### src/rtl/core/pcos_pkg.sv
// ----------------------------------------------------------------------------
// pcos_pkg
// shared widths, register indexes and lane control type for the phase
// current offset calibration and scaling block
// ----------------------------------------------------------------------------
package pcos_pkg;

  localparam int RAW_W     = 12;  // adc sample width
  localparam int GAIN_W    = 16;  // q0.16 gain width
  localparam int SUM_W     = 22;  // per-phase accumulator, holds 4095 * 1024
  localparam int CUR_W     = 29;  // signed scaled current
  localparam int VOLT_W    = 28;  // unsigned scaled bus voltage
  localparam int CFG_IDX_W = 2;
  localparam int CFG_W     = 16;

  localparam int SAMPLES_DEF = 1024;

  localparam logic [CFG_IDX_W-1:0] REG_CURRENT_GAIN = CFG_IDX_W'(0);
  localparam logic [CFG_IDX_W-1:0] REG_VOLTAGE_GAIN = CFG_IDX_W'(1);

  typedef logic signed [CUR_W-1:0] cur_t;

  // control broadcast from the sequencer to every lane
  typedef struct packed {
    logic acc;       // add the lane sample into the sum
    logic div_step;  // latch the offset from the finished sum
  } lane_ctrl_t;

endpackage

### src/rtl/core/pcos_lane.sv
// ----------------------------------------------------------------------------
// pcos_lane
// one phase: sample accumulator, reciprocal offset divide and
// offset-corrected gain multiply
// ----------------------------------------------------------------------------
module pcos_lane #(
  parameter int SAMPLES = pcos_pkg::SAMPLES_DEF
) (
  input  logic                         clk,
  input  logic                         rst_n,
  input  pcos_pkg::lane_ctrl_t         ctrl,
  input  logic [pcos_pkg::RAW_W-1:0]   raw,
  input  logic [pcos_pkg::GAIN_W-1:0]  gain,
  output pcos_pkg::cur_t               current
);
  import pcos_pkg::*;

  // sum / SAMPLES as a multiply by a rounded-up reciprocal, exact for
  // every sum that fits the accumulator
  localparam int     DIV_SH  = SUM_W + $clog2(SAMPLES);
  localparam int     RECIP_W = SUM_W + 1;
  localparam int     PROD_W  = SUM_W + RECIP_W;
  localparam longint DIV_M   =
    ((longint'(1) << DIV_SH) + longint'(SAMPLES) - longint'(1)) / longint'(SAMPLES);

  logic [SUM_W-1:0]  sum_r;
  logic [RAW_W-1:0]  offset_r;
  logic [PROD_W-1:0] recip_prod;

  logic signed [RAW_W:0]          diff;
  logic signed [GAIN_W:0]         gain_s;
  logic signed [RAW_W+GAIN_W+1:0] prod;

  assign recip_prod = PROD_W'(sum_r) * PROD_W'(DIV_M);

  always_ff @(posedge clk) begin
    if (!rst_n) begin
      sum_r <= '0;
    end else if (ctrl.acc) begin
      sum_r <= sum_r + SUM_W'(raw);
    end
  end

  always_ff @(posedge clk) begin
    if (!rst_n) begin
      offset_r <= '0;
    end else if (ctrl.div_step) begin
      offset_r <= recip_prod[DIV_SH +: RAW_W];
    end
  end

  assign diff    = $signed({1'b0, raw}) - $signed({1'b0, offset_r});
  assign gain_s  = $signed({1'b0, gain});
  assign prod    = diff * gain_s;
  assign current = prod[CUR_W-1:0];

endmodule

### src/rtl/core/pcos_merge.sv
// ----------------------------------------------------------------------------
// pcos_merge
// output register: gathers the lane currents and the scaled bus voltage
// into one result transfer
// ----------------------------------------------------------------------------
module pcos_merge (
  input  logic                         clk,
  input  logic                         rst_n,
  input  logic                         load,
  input  pcos_pkg::cur_t               lane_cur [3],
  input  logic [pcos_pkg::RAW_W-1:0]   raw_volt,
  input  logic [pcos_pkg::GAIN_W-1:0]  volt_gain,
  output logic                         can_take,
  output logic                         out_valid,
  input  logic                         out_ready,
  output logic signed [pcos_pkg::CUR_W-1:0] out_current_a,
  output logic signed [pcos_pkg::CUR_W-1:0] out_current_b,
  output logic signed [pcos_pkg::CUR_W-1:0] out_current_c,
  output logic [pcos_pkg::VOLT_W-1:0]  out_bus_voltage
);
  import pcos_pkg::*;

  logic              valid_r;
  cur_t              cur_a_r, cur_b_r, cur_c_r;
  logic [VOLT_W-1:0] volt_r;
  logic [VOLT_W-1:0] volt_prod;

  assign volt_prod = VOLT_W'(raw_volt) * VOLT_W'(volt_gain);
  assign can_take  = !valid_r || out_ready;

  always_ff @(posedge clk) begin
    if (!rst_n) begin
      valid_r <= 1'b0;
    end else if (load) begin
      valid_r <= 1'b1;
    end else if (out_ready) begin
      valid_r <= 1'b0;
    end
  end

  always_ff @(posedge clk) begin
    if (load) begin
      cur_a_r <= lane_cur[0];
      cur_b_r <= lane_cur[1];
      cur_c_r <= lane_cur[2];
      volt_r  <= volt_prod;
    end
  end

  assign out_valid       = valid_r;
  assign out_current_a   = cur_a_r;
  assign out_current_b   = cur_b_r;
  assign out_current_c   = cur_c_r;
  assign out_bus_voltage = volt_r;

endmodule

### src/rtl/core/phase_current_offset_cal_scale.sv
// ----------------------------------------------------------------------------
// phase_current_offset_cal_scale
// adc frame offset calibration and gain scaling, three current lanes
// ----------------------------------------------------------------------------
// output: a scaled frame is registered onto out_* in the cycle after its transfer
// throughput: one frame per cycle once calibrated while out_ready stays high, set by
//   the combinational multiply of each lane feeding the output register
// calibration: the first SAMPLES frames are absorbed one per cycle, then
//   in_ready drops in ST_DIV while every lane latches its offset
// reset: synchronous, active low; sums, offsets, gains cleared, calibration restarts
// ----------------------------------------------------------------------------
module phase_current_offset_cal_scale #(
  parameter int SAMPLES = pcos_pkg::SAMPLES_DEF
) (
  input  logic                            clk,
  input  logic                            rst_n,
  // configuration
  input  logic                            cfg_we,
  input  logic [pcos_pkg::CFG_IDX_W-1:0]  cfg_index,
  input  logic [pcos_pkg::CFG_W-1:0]      cfg_wdata,
  // adc frame channel
  input  logic                            in_valid,
  output logic                            in_ready,
  input  logic [pcos_pkg::RAW_W-1:0]      in_raw_phase_a,
  input  logic [pcos_pkg::RAW_W-1:0]      in_raw_phase_b,
  input  logic [pcos_pkg::RAW_W-1:0]      in_raw_phase_c,
  input  logic [pcos_pkg::RAW_W-1:0]      in_raw_bus_voltage,
  // result channel
  output logic                            out_valid,
  input  logic                            out_ready,
  output logic signed [pcos_pkg::CUR_W-1:0] out_current_a,
  output logic signed [pcos_pkg::CUR_W-1:0] out_current_b,
  output logic signed [pcos_pkg::CUR_W-1:0] out_current_c,
  output logic [pcos_pkg::VOLT_W-1:0]     out_bus_voltage
);
  import pcos_pkg::*;

  localparam int CNT_W = $clog2(SAMPLES + 1);

  typedef enum logic [1:0] {
    ST_CAL,  // accumulating calibration frames
    ST_DIV,  // latching offsets, input stalled
    ST_RUN   // scaling every frame
  } state_t;

  state_t               state_r;
  logic [CNT_W-1:0]     count_r;
  logic [GAIN_W-1:0]    cur_gain_r;
  logic [GAIN_W-1:0]    volt_gain_r;

  logic       xfer;
  logic       can_take;
  lane_ctrl_t ctrl;
  cur_t       lane_cur [3];
  logic [RAW_W-1:0] lane_raw [3];

  // gain registers, writes outside the list are dropped
  always_ff @(posedge clk) begin
    if (!rst_n) begin
      cur_gain_r  <= '0;
      volt_gain_r <= '0;
    end else if (cfg_we) begin
      unique case (cfg_index)
        REG_CURRENT_GAIN: cur_gain_r  <= cfg_wdata[GAIN_W-1:0];
        REG_VOLTAGE_GAIN: volt_gain_r <= cfg_wdata[GAIN_W-1:0];
        default: ;
      endcase
    end
  end

  // the output register frees up in the same cycle it is drained
  assign in_ready = (state_r != ST_DIV) && can_take;
  assign xfer     = in_valid && in_ready;

  // calibration sequencer
  always_ff @(posedge clk) begin
    if (!rst_n) begin
      state_r <= ST_CAL;
      count_r <= '0;
    end else begin
      unique case (state_r)
        ST_CAL: begin
          if (xfer) begin
            count_r <= count_r + CNT_W'(1);
            if (count_r == CNT_W'(SAMPLES - 1)) begin
              state_r <= ST_DIV;
            end
          end
        end
        ST_DIV: begin
          state_r <= ST_RUN;
        end
        ST_RUN: ;
        default: state_r <= ST_CAL;
      endcase
    end
  end

  assign ctrl.acc      = xfer && (state_r == ST_CAL);
  assign ctrl.div_step = (state_r == ST_DIV);

  assign lane_raw[0] = in_raw_phase_a;
  assign lane_raw[1] = in_raw_phase_b;
  assign lane_raw[2] = in_raw_phase_c;

  // one lane per phase current
  for (genvar g = 0; g < 3; g++) begin : g_lane
    pcos_lane #(
      .SAMPLES (SAMPLES)
    ) u_lane (
      .clk     (clk),
      .rst_n   (rst_n),
      .ctrl    (ctrl),
      .raw     (lane_raw[g]),
      .gain    (cur_gain_r),
      .current (lane_cur[g])
    );
  end

  // scaled frames only; calibration frames produce no transfer
  pcos_merge u_merge (
    .clk             (clk),
    .rst_n           (rst_n),
    .load            (xfer && (state_r == ST_RUN)),
    .lane_cur        (lane_cur),
    .raw_volt        (in_raw_bus_voltage),
    .volt_gain       (volt_gain_r),
    .can_take        (can_take),
    .out_valid       (out_valid),
    .out_ready       (out_ready),
    .out_current_a   (out_current_a),
    .out_current_b   (out_current_b),
    .out_current_c   (out_current_c),
    .out_bus_voltage (out_bus_voltage)
  );

endmodule
### config.mk
export PLATFORM = sky130hd
export DESIGN_NAME = phase_current_offset_cal_scale
export DESIGN_NICKNAME = d
export VERILOG_FILES = /design/src/rtl/core/pcos_pkg.sv /design/src/rtl/core/pcos_lane.sv /design/src/rtl/core/pcos_merge.sv /design/src/rtl/core/phase_current_offset_cal_scale.sv
export SDC_FILE = /design/constraint.sdc
export NUM_CORES = 2
export LEC_CHECK = 0
export BUFFER_PORTS_ARGS = -buffer_cell sky130_fd_sc_hd__buf_2
export CAP_MARGIN = 40
export CORE_MARGIN = 1
export CORE_UTILIZATION = 40
export CTS_BUF_LIST = sky130_fd_sc_hd__clkbuf_8
export CTS_CLUSTER_DIAMETER = 40
export CTS_CLUSTER_SIZE = 40
export DETAILED_ROUTE_END_ITERATION = 8
export GPL_TIMING_DRIVEN = 0
export PLACE_DENSITY = 0.6
export REMOVE_ABC_BUFFERS = 1
export SLEW_MARGIN = 30
export SYNTH_ARGS = -nofsm -noshare
export SYNTH_HDL_FRONTEND = slang
export SYNTH_SLANG_ARGS = --single-unit
### constraint.sdc
create_clock -name clk -period 13.1 [get_ports clk]
set_input_delay 0.655 -clock clk [delete_from_list [all_inputs] [get_ports clk]]
set_output_delay 0.655 -clock clk [all_outputs]
set_load 0.05 [all_outputs]
==> flow_summary.ini <==
[clock_tree]
hold_buffers = 0
cts_buffers = 60
htree_levels = 2
cts_resized = 0
cts.clk_slew.worst_paths_ps = 70
clock-sinks = 263
postCtsSetupBuffers = 0
clock_latency_ps = 730
clockBufferDepth = 3
root_buffer = clkbuf_8
cts_tree = yes

[placed_design]
hpwl_um = 71100
placed_cells = 5531
place.gp.congestion = 0.828
io_buffers = 187

[synthesis]
synth_edf_count = 115
ys_ff_latch = 263
syn_area_um2 = 38400
synth_top_family_by_area = adder cells
ys_types = 78
synth_simple_gate_area_share_pct = 17.2
synth.avg_cell_area_um2 = 9.11
yosysSeqAreaShare_pct = 16.7
netlist_instances = 4218
synth_mux_area_share_pct = 0.439
synth_flop_cell = dfxtp_1
async_reset_ff_share_pct = 0
synthXorXnorAreaFrac_pct = 3.99
synth_compound_area_share_pct = 7.51
yosys_warnings = 0
synth_fa_ha_area_share_pct = 45.8

[die]
die_h_um = 312
fp.dieArea_um2 = 97400
coreArea_um2 = 95200
start_util_pct = 40.4
die_width_um = 312
io_pins = 188
rows = 113

[power_and_ir_drop]
max-vdd-ir-drop_mv = 0.0786
switchingPower_w = 0.00124
swShare_pct = 37.1
p_seq_share_pct = 28.3
p_per_area_nw_per_um2 = 78.3
p_leak_nw = 20.3
power_w = 0.00334
pwr-share-comb_pct = 36.4
p_int_w = 0.00210
power_frac_clock_pct = 35.3

[detailed_routing]
wl_per_cell_um = 16.4
drtIter0Drc = 1484
viasPerCell = 5.02
routed_wl_um = 92900
first_pass_iters = 5
vias = 28400
drc = 0
ant_nets = 0

[timing]
hold_slack_ps = 163
finalHoldViolCount = 0
fin_crit_sh_pct = 66.6
slew_headroom_pct = 42.0
drv_slew = 0
tns_ps = 0
fmax_mhz = 115
rsz0062_at_grt = no
fin_crit_ps = 8720
worst_slew_pin_slew_ps = 859
finalSetupViolCount = 0
fin_skew_ps = 49.8

[run]
maxCapViolations = 0

[global_route]
grt_pass1_wl_um = 155000
grt_max_degree = 77
grt_usage_pct = 19.8
antenna_found_initial = 13
grt_pass1_vias = 29300
grt-ovfl-total = 0

[layout]
layout_common_cells = nand2_1 (694), inv_1 (690), fa_1 (608)
fin_cells = 5657
layout.nets = 5449
drive_gt1_share_pct = 10.2
mostFrequentLayoutCell = nand2_1
nFillCells = 9317
areaGrowthSynthToFinish_pct = 10.9

[setup_path]
slowest_stage = xor2_2
path_max_fanout = 16
timing.rr.start = g_lane[1].u_lane.offset_r[1]
start_kind = register
max_stage_delay_ps = 630
cp.required_ps = 13520
critical_path_class = reg2reg
reg2reg_depth = 30
crit_top_cell = fa_1
arrival_ps = 9140
r2r_end = u_merge.out_current_b[28]
r2r_slack_ps = 4380
setup.worst_path.end_class = register

[min_path]
worstHoldEndpoint = cur_gain_r[9]
min_path_type = in2reg
hp-start = cfg_wdata[9]
hold_path_depth = 3

[status]
status = complete, no violations
[synth_stat cells (80+ instances only)]
cell / n / area share [%]
dfxtp_1: 148 / 7.7
clkbuf_1: 171 / 1.7
fa_1: 608 / 32
inv_1: 687 / 6.7
nor2_1: 145 / 1.4
xnor2_1: 127 / 2.9
nand2_1: 694 / 6.8
edfxtp_1: 115 / 9.0
nor2b_1: 80 / 1.3
a21oi_1: 202 / 2.6
ha_1: 433 / 14
and2_1: 232 / 3.8
[worst max-delay path: cells and delay by family (launching register included)]
family	cells	cell delay [ps]
AOI/OAI and AO/OA	10	2220
xor gates and xnor gates	2	760
adders and majority gates	8	3580
buffers and inverters	4	220
DFF	1	380
and+or+nand+nor	6	1270
[sequential cells by signal, indices dropped and copies added (netlist names), 2 cells and up]
name,cells
g_lane.u_lane.offset_r,36
u_merge.out_current_a,29
u_merge.out_bus_voltage,28
u_merge.out_current_b,29
cur_gain_r,16
volt_gain_r,16
u_merge.out_current_c,29
g_lane.u_lane.sum_r,66
count_r,11
state_r,2
[worst max-delay path by stage]
stage	from	endpoint	slack (ps)	cells after the start
after CTS	g_lane[1].u_lane.offset_r[0]	u_merge.out_current_b[28]	4250	29
after global routing	g_lane[1].u_lane.offset_r[1]	u_merge.out_current_b[28]	3820	30
final	g_lane[1].u_lane.offset_r[1]	u_merge.out_current_b[28]	4380	30
after floorplan	out_ready	u_merge.out_bus_voltage[0]	480	2
after detailed placement	in_raw_phase_b[0]	u_merge.out_current_b[28]	3760	31
after global placement	out_ready	u_merge.out_current_a[7]	-7310	3
[power groups by stage]
stage,combinational (W),clock (W),sequential (W)
6_report,0.00121,0.00118,0.000945
5_1_grt,0.00139,0.00125,0.000948
4_1_cts,0.00122,0.00122,0.000944
3_5_place_dp,0.00121,0,0.000962
3_3_place_gp,0.00118,0,0.000967
2_1_floorplan,0.000873,0,0.000944
[final cells by class]
| cell class | instances | area, µm² | share of cell area [%] |
|---|---|---|---|
| clock buffer | 64 | 881 | 2.07 |
| multi-input combinational | 3090 | 29000 | 68.1 |
| tap | 1265 | 1580 | 3.71 |
| timing repair buffer | 234 | 1470 | 3.45 |
| clock inverter | 48 | 611 | 1.43 |
| inverter | 688 | 2590 | 6.07 |
| sequential | 263 | 6470 | 15.2 |
| antenna | 5 | 12.5 | 0.0294 |
[routing by layer]
layer | wire length (µm) | GRT usage [%] | up-vias
met5 | 50 | 0 | -
met4 | 2210 | 5.21 | 8
met3 | 4460 | 3.05 | 129
met2 | 43600 | 32.8 | 587
met1 | 42500 | 27.0 | 14200
li1 | - | - | 13500
[cells by family after synthesis]
kind of cell,after synthesis
simple gates,1395
flops,263
compound gates,463
fa+ha+maj,1041
mux,16
xor+xnor,175
buf+inv,865
[through the flow]
step,worst slack (ps),area (µm²),util [%]
global placement,-7310,40300,42.3
detailed placement,3760,41000,43.1
floorplan,481,37800,-
global route,3820,42600,44.8
CTS,4250,42500,44.7
finish,4380,42600,44.8
No activity file was read; power rests on OpenSTA's default activity.
